<file path="config.mk">
export PLATFORM = sky130hd
export DESIGN_NAME = modular_exponentiation
export DESIGN_NICKNAME = d
export VERILOG_FILES = /design/src/sv/mexp_pkg.sv /design/src/sv/mexp_mulmod.sv /design/src/sv/modular_exponentiation.sv
export SDC_FILE = /design/constraint.sdc
export NUM_CORES = 1
export LEC_CHECK = 0
export ABC_AREA = 1
export BUFFER_PORTS_ARGS = -buffer_cell sky130_fd_sc_hd__buf_4
export CORE_ASPECT_RATIO = 1.1
export CORE_MARGIN = 10
export CORE_UTILIZATION = 65
export CTS_CLUSTER_DIAMETER = 100
export DETAILED_ROUTE_END_ITERATION = 10
export PLACE_DENSITY = 0.84
export SLEW_MARGIN = 25
export SYNTH_ARGS = -nofsm -noshare
export SYNTH_HDL_FRONTEND = slang
export SYNTH_SLANG_ARGS = --single-unit
</file>
<file path="constraint.sdc">
create_clock -name i_clk -period 12.6 [get_ports i_clk]
set_input_delay 1.89 -clock i_clk [delete_from_list [all_inputs] [get_ports i_clk]]
set_output_delay 1.89 -clock i_clk [all_outputs]
set_load 0.05 [all_outputs]
</file>
<file path="src/sv/mexp_pkg.sv">
`default_nettype none

package mexp_pkg;

    // Sequencer states of the exponentiation control
    typedef enum logic [3:0] {
        S_IDLE,
        S_RED_GO,
        S_RED_WAIT,
        S_SQR_GO,
        S_SQR_WAIT,
        S_MUL_GO,
        S_MUL_WAIT,
        S_DONE
    } t_state;

    // Configuration register indexes
    typedef logic [0:0] t_cfg_index;

    localparam t_cfg_index REG_EXPONENT = 1'b0;
    localparam t_cfg_index REG_MODULUS  = 1'b1;

endpackage

`default_nettype wire

</file>
<file path="src/sv/mexp_mulmod.sv">
`default_nettype none

// Bit-serial modular multiplier: o_product = (i_a * i_b) mod i_m.
// Requires i_b < i_m; i_a may hold any value. One bit of i_a per cycle,
// MSB first. o_done pulses when r_acc holds the product; it holds until
// the next start.
module mexp_mulmod #(
    parameter int W = 16
) (
    input  logic         i_clk,
    input  logic         i_rst_n,
    input  logic         i_start,
    input  logic [W-1:0] i_a,
    input  logic [W-1:0] i_b,
    input  logic [W-1:0] i_m,
    output logic         o_done,
    output logic [W-1:0] o_product
);

    localparam int CNT_W = (W > 1) ? $clog2(W) : 1;

    logic [W-1:0]     r_acc;
    logic [W-1:0]     r_a;
    logic [W-1:0]     r_b;
    logic [CNT_W-1:0] r_cnt;
    logic             r_busy;
    logic             r_done;

    logic [W:0]   dbl;
    logic [W+1:0] diff1;
    logic [W-1:0] red1;
    logic [W:0]   sum;
    logic [W+1:0] diff2;
    logic [W-1:0] red2;

    // acc = 2*acc mod m, then acc = acc + (bit ? b : 0) mod m
    always_comb begin
        dbl   = {r_acc, 1'b0};
        diff1 = {1'b0, dbl} - {2'b00, i_m};
        red1  = diff1[W+1] ? dbl[W-1:0] : diff1[W-1:0];
        sum   = {1'b0, red1} + (r_a[W-1] ? {1'b0, r_b} : {(W+1){1'b0}});
        diff2 = {1'b0, sum} - {2'b00, i_m};
        red2  = diff2[W+1] ? sum[W-1:0] : diff2[W-1:0];
    end

    always_ff @(posedge i_clk) begin
        if (!i_rst_n) begin
            r_busy <= 1'b0;
            r_done <= 1'b0;
            r_cnt  <= '0;
        end else if (i_start) begin
            r_busy <= 1'b1;
            r_done <= 1'b0;
            r_cnt  <= CNT_W'(W - 1);
        end else if (r_busy) begin
            if (r_cnt == '0) begin
                r_busy <= 1'b0;
                r_done <= 1'b1;
            end else begin
                r_cnt <= r_cnt - 1'b1;
            end
        end else begin
            r_done <= 1'b0;
        end
    end

    always_ff @(posedge i_clk) begin
        if (i_start) begin
            r_acc <= '0;
            r_a   <= i_a;
            r_b   <= i_b;
        end else if (r_busy) begin
            r_acc <= red2;
            r_a   <= {r_a[W-2:0], 1'b0};
        end
    end

    assign o_done    = r_done;
    assign o_product = r_acc;

endmodule

`default_nettype wire

</file>
<file path="src/sv/modular_exponentiation.sv">
`default_nettype none

// Modular exponentiation: o_power_result = i_base_value ^ exponent mod modulus.
// Configuration: write i_cfg_data to register i_cfg_index (0 exponent, 1 modulus)
// at any edge with i_cfg_wr_en high, only while the block is idle. Reset loads
// exponent 1 and modulus 209.
// Input channel: a transaction moves at an edge with i_valid high and o_stall low.
// o_stall stays high from acceptance until the result enters the output register.
// Output channel: o_valid/o_power_result move when i_stall is low. The output
// register frees the sequencer, so the next base is taken while a result waits.
// Square-and-multiply over OPERAND_BITS exponent bits, MSB first, on one
// bit-serial modular multiplier. Each base takes one product to reduce it, then
// OPERAND_BITS squarings and one multiply per set exponent bit; the next base
// is taken once the result has left the sequencer for the output register.
// Modulus 0 or 1 yields 0 without using the multiplier.
// If the receiver stalls while a result is held, the next result waits in the
// sequencer's final state and the input stays stalled.
// Reset (synchronous, active low) drops any transaction in flight.
module modular_exponentiation #(
    parameter int OPERAND_BITS = 16
) (
    input  logic                    i_clk,
    input  logic                    i_rst_n,
    input  logic                    i_cfg_wr_en,
    input  logic [0:0]              i_cfg_index,
    input  logic [OPERAND_BITS-1:0] i_cfg_data,
    input  logic                    i_valid,
    output logic                    o_stall,
    input  logic [OPERAND_BITS-1:0] i_base_value,
    output logic                    o_valid,
    input  logic                    i_stall,
    output logic [OPERAND_BITS-1:0] o_power_result
);

    import mexp_pkg::*;

    localparam int W     = OPERAND_BITS;
    localparam int BIT_W = $clog2(W);

    localparam logic [W-1:0] EXP_RESET = W'(1);
    localparam logic [W-1:0] MOD_RESET = W'(209);

    t_state r_state;
    t_state n_state;

    logic [W-1:0]     r_exponent;
    logic [W-1:0]     r_modulus;
    logic [W-1:0]     r_acc;
    logic [W-1:0]     n_acc;
    logic [W-1:0]     r_base;
    logic [W-1:0]     n_base;
    logic [BIT_W-1:0] r_bit;
    logic [BIT_W-1:0] n_bit;
    logic             r_out_valid;
    logic [W-1:0]     r_out_data;

    logic         mm_start;
    logic [W-1:0] mm_a;
    logic [W-1:0] mm_b;
    logic         mm_done;
    logic [W-1:0] mm_product;
    logic         in_accept;
    logic         out_free;
    logic         out_load;
    logic         mod_trivial;

    always_ff @(posedge i_clk) begin
        if (!i_rst_n) begin
            r_exponent <= EXP_RESET;
            r_modulus  <= MOD_RESET;
        end else if (i_cfg_wr_en) begin
            case (i_cfg_index)
                REG_EXPONENT: r_exponent <= i_cfg_data;
                REG_MODULUS:  r_modulus  <= i_cfg_data;
                default:      r_modulus  <= r_modulus;
            endcase
        end
    end

    mexp_mulmod #(
        .W(W)
    ) u_mulmod (
        .i_clk     (i_clk),
        .i_rst_n   (i_rst_n),
        .i_start   (mm_start),
        .i_a       (mm_a),
        .i_b       (mm_b),
        .i_m       (r_modulus),
        .o_done    (mm_done),
        .o_product (mm_product)
    );

    assign o_stall     = (r_state != S_IDLE);
    assign in_accept   = i_valid && !o_stall;
    assign out_free    = !r_out_valid || !i_stall;
    assign mod_trivial = (r_modulus[W-1:1] == '0);

    always_comb begin
        n_state  = r_state;
        n_acc    = r_acc;
        n_base   = r_base;
        n_bit    = r_bit;
        mm_start = 1'b0;
        mm_a     = r_acc;
        mm_b     = r_acc;
        out_load = 1'b0;
        case (r_state)
            S_IDLE: begin
                if (in_accept) begin
                    n_base = i_base_value;
                    n_bit  = BIT_W'(W - 1);
                    if (mod_trivial) begin
                        n_acc   = '0;
                        n_state = S_DONE;
                    end else begin
                        n_acc   = W'(1);
                        n_state = S_RED_GO;
                    end
                end
            end
            S_RED_GO: begin
                // reduce the base: base * 1 mod m
                mm_start = 1'b1;
                mm_a     = r_base;
                mm_b     = W'(1);
                n_state  = S_RED_WAIT;
            end
            S_RED_WAIT: begin
                if (mm_done) begin
                    n_base  = mm_product;
                    n_state = S_SQR_GO;
                end
            end
            S_SQR_GO: begin
                mm_start = 1'b1;
                n_state  = S_SQR_WAIT;
            end
            S_SQR_WAIT: begin
                if (mm_done) begin
                    n_acc = mm_product;
                    if (r_exponent[r_bit]) begin
                        n_state = S_MUL_GO;
                    end else if (r_bit == '0) begin
                        n_state = S_DONE;
                    end else begin
                        n_bit   = r_bit - 1'b1;
                        n_state = S_SQR_GO;
                    end
                end
            end
            S_MUL_GO: begin
                mm_start = 1'b1;
                mm_b     = r_base;
                n_state  = S_MUL_WAIT;
            end
            S_MUL_WAIT: begin
                if (mm_done) begin
                    n_acc = mm_product;
                    if (r_bit == '0) begin
                        n_state = S_DONE;
                    end else begin
                        n_bit   = r_bit - 1'b1;
                        n_state = S_SQR_GO;
                    end
                end
            end
            S_DONE: begin
                // hold until the output register frees up
                if (out_free) begin
                    out_load = 1'b1;
                    n_state  = S_IDLE;
                end
            end
            default: begin
                n_state = S_IDLE;
            end
        endcase
    end

    always_ff @(posedge i_clk) begin
        if (!i_rst_n) begin
            r_state <= S_IDLE;
        end else begin
            r_state <= n_state;
        end
    end

    always_ff @(posedge i_clk) begin
        r_acc  <= n_acc;
        r_base <= n_base;
        r_bit  <= n_bit;
    end

    always_ff @(posedge i_clk) begin
        if (!i_rst_n) begin
            r_out_valid <= 1'b0;
        end else if (out_load) begin
            r_out_valid <= 1'b1;
        end else if (!i_stall) begin
            r_out_valid <= 1'b0;
        end
    end

    always_ff @(posedge i_clk) begin
        if (out_load) begin
            r_out_data <= r_acc;
        end
    end

    assign o_valid        = r_out_valid;
    assign o_power_result = r_out_data;

endmodule

`default_nettype wire

</file>
After elaboration in Yosys (flattened, before gate mapping)
Cells that the tools add are included.
{ "classes": {"addsub": 5, "order_cmp": 1, "eq_ne": 16, "n_mux": 41, "bitwise_logic": 3, "reduce_logical": 24} }
{ "op_table": {"columns": ["op", "count"], "rows": [
  ["$mux 16", 9],
  ["$pmux 16 s2", 3],
  ["$mux 4", 13],
  ["$sub 17x16->18", 2],
  ["$pmux 4 s8", 1],
  ["$add 16x17->17", 1],
  ["$eq 4x3->1 const B", 4],
  ["$logic_not 15->1", 1],
  ["$logic_not 4->1", 3],
  ["$pmux 4 s3", 1],
  ["$mux 1", 10],
  ["$ne 2x1->1 const B", 5],
  ["$reduce_and 5->1", 2],
  ["$mux 3", 3],
  ["$eq 4x2->1 const B", 2],
  ["$ne 2x2->1 const B", 4],
  ["$sub 4x1->4 const B", 2],
  ["$reduce_and 2->1", 3],
  ["$reduce_and 3->1", 2],
  ["$reduce_bool 2->1", 3],
  ["$reduce_or 3->1", 2],
  ["$lt 4x5->1 const B", 1],
  ["$bmux 1 s4", 1],
  ["$eq 4x1->1 const B", 1],
  ["7 further kinds", 11]
]} }
{ "word_totals": {"ff_bits": 143, "out_inout_bits": 18, "elab_cells": 104} }

Longest topological paths before layout
{ "logic_depth": {"word_depth": 5, "mapped_depth": 36} }

Cells and area by module
From an unflattened synthesis, not the netlist that was laid out.
{ "hier_totals": {"cells_unflattened": 1314, "hier_area_um2": 9316.4} }
{ "by_module_without_submodules": {"columns": ["module", "instances", "cells_per_inst", "area_per_inst_um2", "seq_area_each_um2"], "rows": [
  ["mexp_mulmod", 1, 840, 5350.1, 1401.3],
  ["modular_exponentiation", 1, 474, 3966.3, 2282.2]
]} }

Worst setup path after synthesis
No wires, ideal clock.
{ "synth_timing": {"path_kind": "register to register", "start": "register r_modulus[6]", "end": "register u_mulmod.r_acc[15] (netlist: u_mulmod.o_product[15])", "setup_ns": 0.113, "arrival_ns": 3.988, "required_ns": 12.487, "setup_slack_ns": 8.499, "stages_incl_launch_ff": 34, "period_less_slack_ns": 4.101, "cell_sequence": "dfxtp_1 -> inv_1 -> ha_1 -> a21o_1 -> a21boi_2 -> nand3_2 -> nand2_1 -> nand2_1 -> buf_4 -> o21ai_2 -> inv_2 -> fa_1 -> inv_1 -> nand3_1 -> nand2_2 -> nand2_1 -> nand2_2 -> nand2_1 -> nand2_1 -> nand2_1 -> nand2_1 -> inv_1 -> ha_1 -> nand2_1 -> nor2_2 -> and2_1 -> nand2_2 -> nand2_4 -> nand2_4 -> nand2_8 -> buf_12 -> nand3_2 -> nand3_1 -> nand2_1"} }
{ "synth_via": {"elab_chain_len": 5} }
{ "synth_lines": {"columns": ["element", "line_no", "source"], "rows": [
  ["from (decl)", "modular_exponentiation.sv:47", "logic [W-1:0] r_modulus;"],
  ["from (signal assigned)", "modular_exponentiation.sv:74", "REG_MODULUS: r_modulus <= i_cfg_data;"],
  ["from (signal assigned)", "modular_exponentiation.sv:75", "default: r_modulus <= r_modulus;"],
  ["$sub 17x16->18", "mexp_mulmod.sv:39", "diff1 = {1'b0, dbl} - {2'b00, i_m};"],
  ["$mux 16", "mexp_mulmod.sv:40", "red1 = diff1[W+1] ? dbl[W-1:0] : diff1[W-1:0];"],
  ["$add 16x17->17", "mexp_mulmod.sv:41", "sum = {1'b0, red1} + (r_a[W-1] ? {1'b0, r_b} : {(W+1){1'b0}});"],
  ["$sub 17x16->18", "mexp_mulmod.sv:42", "diff2 = {1'b0, sum} - {2'b00, i_m};"],
  ["$mux 16 *", "mexp_mulmod.sv:43", "red2 = diff2[W+1] ? sum[W-1:0] : diff2[W-1:0];"],
  ["to (signal assigned)", "mexp_mulmod.sv:73", "r_acc <= red2;"],
  ["to (decl)", "mexp_mulmod.sv:22", "logic [W-1:0] r_acc;"]
]} }
Mark *: on every way between the ends. The rest lies on a longest branch, timed or not.
A chain may end at the register's enable or synchronous reset.

Worst setup path after layout
{ "layout_timing": {"start": "register r_modulus[8]", "end": "register u_mulmod.r_acc[2] (netlist: u_mulmod.o_product[2])"} }
The elaborated chain is that of the path after synthesis.

==> impl_metrics.json <==
{
  "overflow": 0,
  "cts-hold-fix-buffers": 0,
  "synth_fp_nets": 1310,
  "grt_pass1_wl_um": 39700,
  "multi_input_area_um2": 4430,
  "netlist_area_um2": 9030,
  "cts-root-buf": "clkbuf_16",
  "min_path_type": "reg -> reg",
  "min_period_over_period_pct": 44.0,
  "drtIter0Drc": 745,
  "grt_pass1_vias": 7887,
  "required_ns": 12.93,
  "layout.nets": 1360,
  "cts_buffers": 17,
  "htree_levels": 4,
  "core_area_um2": 13700,
  "slew_headroom_pct": 38.3,
  "period_minus_slack_ns": 5.55,
  "seq_area_frac_synth_pct": 40.8,
  "diodes": 0,
  "use_met3_pct": 5.59,
  "drc": 0,
  "synth.distinct_cells": 45,
  "grtUsageTotal_pct": 26.4,
  "fmax_mhz": 180,
  "worst_slew_pin_slew_ns": 0.924,
  "cts_sinks": 142,
  "cts_setup_buffers": 0,
  "ys_seq_elements": 142,
  "cts_tree": "yes",
  "via_per_inst": 5.60,
  "routedWlPerCell_um": 17.0,
  "grt_max_degree": 40,
  "rows": 45,
  "antenna_found_initial": 0,
  "arrival_ns": 5.88,
  "hpwl_um": 19000,
  "clock_latency_ns": 0.44,
  "drt_first_pass_iters": 5,
  "final.setup_skew_ns": 0.00885,
  "worst-path-max-fanout": 21,
  "grt_setup_unrepaired": "no",
  "setup_violations": 0,
  "io_buffers": 55,
  "syn_area_per_cell_um2": 7.40,
  "met2_usage_pct": 43.5,
  "outcome": "finished clean",
  "dieArea_um2": 19000,
  "maxSlewViolCount": 0,
  "hold_viol_final": 0,
  "start_kind": "register",
  "antenna_left": 0,
  "timing.setup.tns_ns": 0,
  "die_w_um": 132,
  "end_kind": "register",
  "critPathKind": "reg -> reg",
  "num_vias": 8243,
  "ff_latch_area_um2": 3680,
  "drt_wl_total_um": 25000,
  "initial_core_util_pct": 65.7,
  "gr-max-usage-layer": "met2",
  "area_delta_synth_final_pct": 12.0,
  "die_y_um": 144,
  "cts_resized": 0,
  "io-pin-count": 56,
  "ys_warn_count": 0,
  "drive_gt1_share_pct": 10.4,
  "cts.clk_slew.worst_paths_ns": 0.06,
  "gp_congestion": 0.962,
  "nFillCells": 1147,
  "syn_inst": 1220,
  "cts_max_path_buffers": 2,
  "met1_usage_pct": 32.8,
  "max_cap_viol_count": 0
}
[metal layers]
metal	wire length, µm	vias up
met5	0	-
li1	-	4058
met2	11900	338
met1	10600	3770
met4	945	0
met3	1600	77
[cells in the final DEF, fill, tap and decap left out, drive strengths merged]
cell type,n
and2,7
a21oi,90
ha,49
fa,3
or2,3
a31oi,3
clkinvlp,3
nand3,66
o22ai,16
nand3b,10
a21o,1
edfxtp,84
nand2,361
o21a,3
clkinv,6
clkbuf,18
a21boi,1
nor3,7
nor4,1
o21ai,92
o21bai,3
inv,213
xnor2,9
xor2,13
o211ai,6
nand4,12
dfxtp,58
a22oi,1
buf,58
nor2,86
[cells in the mapped netlist, drive strengths merged]
cell | number | share of area (%)
a21boi | 1 | 0.12
a21o | 1 | 0.083
a21oi | 90 | 5.2
a22oi | 1 | 0.083
a31oi | 3 | 0.21
and2 | 7 | 0.48
buf | 11 | 0.89
clkbuf | 16 | 0.66
clkinv | 3 | 0.12
dfxtp | 58 | 13
edfxtp | 84 | 28
fa | 3 | 0.66
ha | 49 | 6.8
inv | 205 | 8.5
nand2 | 361 | 16
nand3 | 66 | 3.9
nand3b | 10 | 0.83
nand4 | 12 | 0.83
nor2 | 86 | 3.9
nor3 | 7 | 0.39
nor4 | 1 | 0.069
o211ai | 6 | 0.50
o21a | 3 | 0.25
o21ai | 92 | 5.2
o21bai | 3 | 0.33
o22ai | 16 | 1.1
or2 | 3 | 0.21
xnor2 | 9 | 0.87
xor2 | 13 | 1.3
[worst paths after layout]
path,startpoint,to,slack [ns],depth (start not counted)
max,r_modulus[8],u_mulmod.o_product[2],7.05,26
min,r_exponent[2],r_exponent[2],0.45,2
max reg2reg,r_modulus[8],u_mulmod.o_product[2],7.05,26
min reg2reg,r_exponent[2],r_exponent[2],0.45,2
[flip-flops by register name, indices dropped and copies added (netlist names)]
register	cells
o_power_result	16
u_mulmod.r_b	16
r_acc	16
r_bit	4
r_base	16
r_state	3
u_mulmod.o_done	1
u_mulmod.r_cnt	4
u_mulmod.r_a	16
r_exponent	16
u_mulmod.r_busy	1
r_modulus	16
o_valid	1
u_mulmod.o_product	16
[metrics by stage]
step	util [%]	cells	area (µm²)	hold WS, ns	setup slack, ns
after floorplan	-	1220	9030	0.424	8.50
after global placement	69.6	1439	9560	0.431	7.30
after detailed placement	69.6	1439	9570	0.432	7.28
after CTS	73.7	1471	10100	0.447	7.20
after global routing	73.7	1471	10100	0.457	6.59
final	73.7	1471	10100	0.447	7.05
[worst max-delay path, stage by stage, from the launching register on]
cell	delay (ns)
dfxtp_1	0.30
inv_1	0.21
ha_1	0.32
a21oi_1	0.21
a21boi_2	0.22
nand3_2	0.14
nand2_1	0.08
nand2_1	0.38
o21ai_0	0.41
ha_1	0.40
a21oi_1	0.23
nand2_1	0.19
nand2_1	0.10
nand2_1	0.12
xnor2_1	0.35
inv_1	0.09
ha_1	0.37
nand2_2	0.14
inv_1	0.05
nand2_1	0.06
nand2_1	0.10
a21oi_2	0.21
nand2_4	0.10
a21oi_4	0.40
nand2_1	0.13
nand3_2	0.08
nand2_1	0.05
[final cells by class]
cell class | count | share of cell area [%]
clock buffer | 18 | 4.24
inverter | 208 | 7.72
multi-input combinational | 843 | 43.8
clock inverter | 14 | 1.24
sequential | 142 | 36.4
tap | 188 | 2.32
timing repair buffer | 58 | 4.30
[cells by family after synthesis]
kind of cell / Yosys count / share of synthesized area [%]
XOR/XNOR: 22 / 2.13
adder cells (fa/ha/maj): 52 / 7.45
buffers and inverters: 235 / 10.2
AND/OR/NAND/NOR: 553 / 26.3
flip-flops: 142 / 40.8
AO/OA/AOI/OAI: 216 / 13.1
Power is left out: the tool's default activity adds up to more than one toggle a clock period on the data nets, which glitch-free logic cannot reach.
